===== config.mk =====
export PLATFORM = sky130hd
export DESIGN_NAME = isl_cell
export DESIGN_NICKNAME = d
export VERILOG_FILES = /design/src/isl_pkg.sv /design/src/isl_cell.sv
export SDC_FILE = /design/constraint.sdc
export NUM_CORES = 1
export LEC_CHECK = 0
export ABC_CLOCK_PERIOD_IN_PS = 3550
export BUFFER_PORTS_ARGS = -buffer_cell sky130_fd_sc_hd__buf_2
export CORE_ASPECT_RATIO = 0.5
export CORE_MARGIN = 5
export CORE_UTILIZATION = 45
export DETAILED_ROUTE_END_ITERATION = 12
export GPL_TIMING_DRIVEN = 0
export PLACE_DENSITY = 0.89
export SYNTH_ARGS = -nofsm -noshare
export SYNTH_HDL_FRONTEND = slang
export SYNTH_SLANG_ARGS = --single-unit

===== constraint.sdc =====
create_clock -name clk -period 3.55 [get_ports clk]
set_clock_uncertainty 0.1 [all_clocks]
set_input_delay 0.355 -clock clk [delete_from_list [all_inputs] [get_ports clk]]
set_output_delay 0.355 -clock clk [all_outputs]
set_load 0.03 [all_outputs]

===== src/isl_pkg.sv =====
// ----------------------------------------------------------------------------
// isl_pkg: shared types and constants for the indexed shift list
// Item layouts, command and status codes, cell control bundle and
// controller states.
// ----------------------------------------------------------------------------
`default_nettype none

package isl_pkg;

  localparam int CAPACITY  = 64;
  localparam int WORD_BITS = 32;
  localparam int CMD_W     = 3;
  localparam int IDX_W     = 6;
  localparam int DATA_W    = 32;
  localparam int STATUS_W  = 2;
  localparam int CNT_W     = 7;

  // readout tree: groups of GRP_SIZE taps, each group ORed into a register
  localparam int GRP_SIZE  = 8;
  localparam int GRP_CNT   = CAPACITY / GRP_SIZE;

  typedef enum logic [CMD_W-1:0] {
    CMD_READ      = 3'd0,
    CMD_APPEND    = 3'd1,
    CMD_INSERT    = 3'd2,
    CMD_REMOVE    = 3'd3,
    CMD_OVERWRITE = 3'd4
  } cmd_t;

  typedef enum logic [STATUS_W-1:0] {
    STAT_DONE  = 2'd0,
    STAT_RANGE = 2'd1,
    STAT_FULL  = 2'd2
  } status_t;

  typedef enum logic [1:0] {
    OP_NONE,
    OP_LOAD,
    OP_INSERT,
    OP_REMOVE
  } cell_op_t;

  typedef enum logic [1:0] {
    S_IDLE,
    S_TAP,
    S_GROUP,
    S_OUT
  } isl_state_t;

  typedef struct packed {
    logic [CMD_W-1:0]  cmd;
    logic [IDX_W-1:0]  index;
    logic [DATA_W-1:0] value;
  } in_item_t;

  typedef struct packed {
    logic [DATA_W-1:0]   data;
    logic [STATUS_W-1:0] status;
    logic [CNT_W-1:0]    count;
  } out_item_t;

  // broadcast to every cell of the chain
  typedef struct packed {
    logic                 step;
    cell_op_t             op;
    logic [CNT_W-1:0]     pos;
    logic [CNT_W-1:0]     count;
    logic [WORD_BITS-1:0] value;
    logic                 rd_en;
    logic [IDX_W-1:0]     rd_pos;
  } cell_ctl_t;

endpackage

`default_nettype wire


===== src/isl_cell.sv =====
// ----------------------------------------------------------------------------
// isl_cell: one entry of the shift list
// Holds one word, takes a neighbor's word on insert or remove, loads the
// command word at its position, and captures a read tap.
// ----------------------------------------------------------------------------
`default_nettype none

module isl_cell (
  input  wire logic                          clk,
  input  wire isl_pkg::cell_ctl_t            ctl,
  input  wire logic [isl_pkg::IDX_W-1:0]     pos,
  input  wire logic [isl_pkg::WORD_BITS-1:0] left_word,
  input  wire logic [isl_pkg::WORD_BITS-1:0] right_word,
  output logic      [isl_pkg::WORD_BITS-1:0] word,
  output logic      [isl_pkg::WORD_BITS-1:0] tap
);

  logic [isl_pkg::WORD_BITS-1:0] word_r, word_nxt;
  logic [isl_pkg::WORD_BITS-1:0] tap_r, tap_nxt;
  logic [isl_pkg::CNT_W-1:0]     pos_ext;
  logic [isl_pkg::CNT_W-1:0]     pos_inc;

  assign pos_ext = {1'b0, pos};
  assign pos_inc = pos_ext + isl_pkg::CNT_W'(1);

  always_comb begin
    word_nxt = word_r;
    unique case (ctl.op)
      isl_pkg::OP_LOAD: begin
        if (pos_ext == ctl.pos) word_nxt = ctl.value;
      end
      isl_pkg::OP_INSERT: begin
        if (pos_ext == ctl.pos) begin
          word_nxt = ctl.value;
        end else if (pos_ext > ctl.pos && pos_ext <= ctl.count) begin
          word_nxt = left_word;
        end
      end
      isl_pkg::OP_REMOVE: begin
        // close the gap: every later entry moves down one place
        if (pos_ext >= ctl.pos && pos_inc < ctl.count) word_nxt = right_word;
      end
      default: word_nxt = word_r;
    endcase
  end

  // capture the addressed word before the shift lands
  assign tap_nxt = (ctl.rd_en && pos == ctl.rd_pos) ? word_r : '0;

  always_ff @(posedge clk) begin
    if (ctl.step) begin
      word_r <= word_nxt;
      tap_r  <= tap_nxt;
    end
  end

  assign word = word_r;
  assign tap  = tap_r;

endmodule

`default_nettype wire


Word-level counts from Yosys, hierarchy flattened. Cells that the tools add are included.

Flip-flop bits (word level): 64. Input port bits: 127.

Reduce and logical (&&, ||, !) cells: 5. Muxes and demuxes: 5. $lt $le $gt $ge: 4. Add/sub/neg operators: 1. Equality and inequality tests: 8.

Operator list (count): 32-bit 2-to-1 mux (4); 32-bit one-hot mux with 3 select lines (1); 6-bit by 1-bit adder with 7-bit output (second input constant) (1); 6-bit by 7-bit == test with 1-bit output (1); 6-bit by 7-bit greater-or-equal comparator with 1-bit output (1); 6-bit by 7-bit > comparator with 1-bit output (1); 6-bit by 7-bit <= comparator with 1-bit output (1); 7-bit < comparator (1); 6-bit == test (1); 5-bit AND reduction (1); 2-bit == test (second input constant) (2); 2-bit inequality test (second input constant) (2); 1-bit logical AND (3); 3-bit inequality test (second input constant) (1); 3-bit nonzero test (1); 2-bit by 1-bit == test with 1-bit output (second input constant) (1).

Longest topological paths before layout.
Depth in word-level cells: 5. Gate-level depth with buffers: 9.

Least setup slack after synthesis. OpenSTA, ideal clock, no wires.

Kind: input to register. Start point: input port pos[0] (netlist bit). End point: register word_r, in the netlist word[0] (enable). Setup slack: 0.777 ns. Arrival time: 2.279 ns. Buffers on the path: 0. Library setup time: 0.394 ns. Stages on the path: 7. Cells stage by stage: ha_1 ha_1 nor2b_1 o211ai_1 a21oi_1 nor4_1 o32a_1.

Longest elaborated chain between the ends: 5.

Ends and longest elaborated chain: from (decl) (line isl_cell.sv:11) `input wire logic [isl_pkg::IDX_W-1:0] pos,`; 6-bit by 1-bit adder with 7-bit output (line isl_cell.sv:24) `assign pos_inc = pos_ext + isl_pkg::CNT_W'(1);`; 7-bit < comparator (line isl_cell.sv:41) `if (pos_ext >= ctl.pos && pos_inc < ctl.count) word_nxt = right_word;`; 1-bit logical AND (line isl_cell.sv:41); 2-bit inequality test (no line); 5-bit AND reduction (no line) (*); to (signal assigned) (line isl_cell.sv:52) `word_r <= word_nxt;`; to (decl) (line isl_cell.sv:18) `logic [isl_pkg::WORD_BITS-1:0] word_r, word_nxt;`.

Every way passes the cells marked *; elsewhere a longest branch is shown, timed or not. A chain may end at the register's enable or synchronous reset.

Worst setup path after layout.
Start point: input port pos[1] (netlist bit). End point: register word_r, in the netlist word[10] (enable).

Same word-level chain as after synthesis.

==> results.md <==
Yosys:
- The count of flip-flops with a built-in enable after synthesis is between 60 and 70.
- The unique cell type count in the Yosys netlist is 38.
- Yosys printed 0 warnings.
- The post-synth net total is 446.
- The share of the Yosys chip area taken by registers is around half.
- Synthesis handed over a netlist of ~300 instances.
- The synthesized design contains 64 register bits.
- The synthesized netlist occupies a cell area of 3791 sq um.
- The main flop type after synthesis is sky130_fd_sc_hd__edfxtp_1.
- For this run, asynchronously set or reset flops after synthesis account for 0%.
- The mean instance size in the synthesized netlist is 12.68 sq um.

Clock network:
- The clock drives 64 sinks.
- In this run, post-CTS hold repair placed 0 buffers.
- Buffers inserted during clock tree synthesis total 9.
- The root buffer cell chosen for the clock tree is sky130_fd_sc_hd__clkbuf_16.
- The insertion delay to the later sink of the worst-skew pair is 0.32 ns.
- Clock-pin slew was measured on the worst setup and hold paths at ~0.05 ns.
- The buffer levels on the longest clock path is 2.
- The maximum level of the CTS H-tree is 3.
- The number of buffers inserted to repair setup after CTS is 0.
- In this run, post-CTS repair resized a total of 0 instances.
- The TritonCTS clock tree is built.

Route:
- For this run, the detailed router's first-pass iteration total came to 5.
- The violation count after the first detailed-route iteration is between 150 and 200.
- The overall routed net length is 10630 microns.
- The number of nets with antenna violations after detailed routing is 0.
- In the final routed layout, each cell accounts on average for around 17 microns.
- In the routed design, unresolved DRC markers number 0.
- Across all layers, the routed design uses 3229 vias.
- Using the TritonRoute via totals, the vias-per-cell ratio works out to 5.242.

Timing:
- The final setup slack of the worst path is 0.9613 ns.
- In this run the tightest slew margin relative to its limit is a little under half.
- Setup violations remaining at the end of the flow were counted as 0.
- The number of endpoints with negative hold slack in the final report is 0.
- The slew at the pin with the worst max-slew slack is 0.7896 ns.
- Setup repair after global routing left no endpoint under its margin.
- The setup TNS is 0 ns.
- The post-layout minimum cycle time is 2.589 ns.
- Derived from the worst setup path, the maximum achievable clock frequency is 0.3863 GHz.
- The smallest hold slack is 0.2822 ns.
- The count of pins over their slew limit is 0.
- The final cycle utilization of the critical path is between 70 and 80%.

Power:
- For this design the ratio of total power to cell area is between 400 and 500 nW/um^2.
- The worst IR drop on VDD is around 0.24 mV.
- The leakage component of the power is ~2.3 nW.
- The overall power consumption is 2.223 mW.

Critical path:
- Data on the critical path arrives at its endpoint at 2.43 ns.
- The category of the worst setup path launch point is an input pin.
- The worst setup path is captured at a register.
- Tracing the worst setup path back leads to its startpoint at pos[1].
- Counting cells, the worst reg-to-reg path comes to 1.
- The cell type of the slowest stage on the worst timing path is sky130_fd_sc_hd__o32a_2.
- The path type of the worst setup path is input pin to register.
- The terminus of the critical flop-to-flop path is tap[0].
- The reg-to-reg startpoint is word[0].
- Traced cell by cell, the critical path runs through buf_2, and3_1, nand3_1, xnor2_1, ha_1, a21oi_1, nor2b_1, nor4_1, o32a_2.
- The slack of the worst reg-to-reg path is 2.62 ns.
- For the worst setup path, the data required time is 3.39 ns.
- Along the worst path, the maximum fanout reaches 32.
- The maximum cell stage delay along the critical path is 0.72 ns.

Floorplan:
- 191 I/O pins were placed.
- The floorplan step defined a die boundary enclosing 10470 sq um.
- The die is 139.8 microns wide.
- The starting density of the core is a little under half.
- In this run the core area contains 23 standard-cell rows.
- Measured along the y axis, the die boundary spans 74.91 microns.
- The core area is 8115 sq um.

GRT:
- The wire length of the first global-routing pass is 15970 microns.
- The total overflow left after global routing is 0.
- The initial antenna violation count is 0.
- The pin count of the biggest net entering global routing is 35.
- The via count of the first global-routing pass is 3270.
- Global routing consumed, over all layers together, a little under a fifth of the routing resources.

Placement:
- The detailed placement HPWL is 8272 microns.
- In this run the tool buffered the top-level ports with around 190 buffer cells.
- The weighted congestion reported at the end of routability-driven placement is 0.8419.
- The number of placed cells counting well taps is 600.
- Once placement finished, the instance area stood at 4878 sq um.
- Timing analysis after detailed placement gives a worst setup slack of approximately 0.64 ns.

Min path:
- The worst min-delay path startpoint is right_word[23].
- The number of stages on the worst hold path is 3.
- For hold timing, the worst endpoint is word[23].
- In this run the worst hold path is classified as input pin to register.

Final layout:
- For this run, the number of standard cells in the final layout without fillers is 616.
- The number of antenna diodes in the final layout is 0.
- After the last flow step, the layout net total stands at 646.
- The area growth from synthesis to layout is 37.76%.
- The post-route cell area is 5223 sq um.
- The post-route netlist has 55.16% of its cells at a drive strength greater than 1.
- The layout filler cell count is 648.
- Once layout is complete, the utilization of the core stands at 64.35%.

Run status:
- The run finished with clean final reports.

Job:
- Max-cap violations in this run came to 0.
worst max-delay path: cells and delay by family:
kind,cells,cell delay (ns)
compound gates,2,0.88
simple gates,4,0.58
fa+ha+maj,1,0.29
buf+inv,1,0.17
xor+xnor,1,0.14
metal layers:
metal / GRT usage [%] / share of wire, % / up-vias / routed length, microns
li1: - / - / 1570 / -
met1: 23.71 / 40 / 1543 / 4221
met2: 35.23 / 53 / 98 / 5601
met3: 3.871 / 5.5 / 18 / 580
met4: 5.371 / 2.1 / 0 / 223
met5: 0 / 0 / - / 0
power by group:
part	switching, mW	internal [mW]	total [mW]	leakage, nW
clock	0.306	0.686	0.992	0.164
sequential	0.00789	0.862	0.870	0.644
combinational	0.209	0.152	0.362	1.48
total	0.523	1.70	2.22	2.29
synthesized netlist by cell type (2+ instances only):
cell type / n / area (sq um)
sky130_fd_sc_hd__edfxtp_1: 64 / 1922
sky130_fd_sc_hd__o22ai_1: 34 / 212.7
sky130_fd_sc_hd__and2_1: 32 / 200.2
sky130_fd_sc_hd__a21oi_2: 30 / 262.8
sky130_fd_sc_hd__o22ai_2: 30 / 375.4
sky130_fd_sc_hd__ha_1: 20 / 250.2
sky130_fd_sc_hd__inv_1: 12 / 45.04
sky130_fd_sc_hd__a21oi_1: 9 / 45.04
sky130_fd_sc_hd__clkbuf_1: 9 / 33.78
sky130_fd_sc_hd__nand3_1: 6 / 30.03
sky130_fd_sc_hd__xnor2_1: 6 / 52.55
sky130_fd_sc_hd__xor2_1: 4 / 35.03
sky130_fd_sc_hd__buf_12: 3 / 60.06
sky130_fd_sc_hd__buf_4: 3 / 22.52
sky130_fd_sc_hd__clkbuf_2: 3 / 15.01
sky130_fd_sc_hd__nand2_1: 3 / 11.26
sky130_fd_sc_hd__nor2_1: 3 / 11.26
sky130_fd_sc_hd__nor3_1: 3 / 15.01
sky130_fd_sc_hd__a211oi_1: 2 / 15.01
sky130_fd_sc_hd__nand2b_1: 2 / 12.51
sky130_fd_sc_hd__nand4_1: 2 / 12.51
sky130_fd_sc_hd__nor2b_1: 2 / 12.51
sky130_fd_sc_hd__or3_1: 2 / 12.51
layout make-up:
| type | count | area [sq um] | share of cell area [%] |
|---|---|---|---|
| Timing Repair Buffer | 189 | 945.9 | 18.11 |
| Tap cell | 112 | 140.1 | 2.683 |
| Buffer | 20 | 147.6 | 2.827 |
| Clock inverter | 7 | 118.9 | 2.276 |
| Clock buffer | 9 | 225.2 | 4.312 |
| Inverter | 13 | 48.80 | 0.9344 |
| Multi-Input combinational cell | 202 | 1674 | 32.06 |
| Sequential cell | 64 | 1922 | 36.80 |
worst max path at each step:
stage	end	slack (ns)	depth (start not counted)
CTS	word[10]	0.97	9
global placement	word[16]	0.11	9
global route	word[10]	0.85	9
floorplan	word[0]	0.78	7
finish	word[10]	0.96	9
detailed placement	word[19]	0.64	9
registers in the layout (all words and copies together) (netlist names):
signal and count:
word 32, tap 32
cell usage in the layout, fill, tap and decap left out, drive strengths merged, types with 2 or more instances in the layout:
cell	netlist	layout
a211oi	2	2
a21oi	39	39
and2	32	32
buf	8	197
bufinv	0	3
clkbuf	12	21
clkinv	1	3
edfxtp	64	64
ha	20	20
inv	12	13
nand2	4	4
nand2b	2	2
nand3	6	6
nand4	2	2
nor2	3	3
nor2b	2	2
nor3	3	3
nor4	2	2
o22ai	64	64
or3	2	2
xnor2	6	6
xor2	4	4
kinds of logic (layout without fill, tap and decap cells):
family                   after synthesis  in the layout  synth area share [%]
AO/OA/AOI/OAI                        110            110                 25.05
XOR/XNOR                              10             10                 2.310
adder cells (fa/ha/maj)               20             20                 6.601
buffers and inverters                 33            238                 5.181
flip-flops                            64             64                 50.69
AND/OR/NAND/NOR                       62             62                 10.17
No activity file was read; power rests on OpenSTA's default activity.
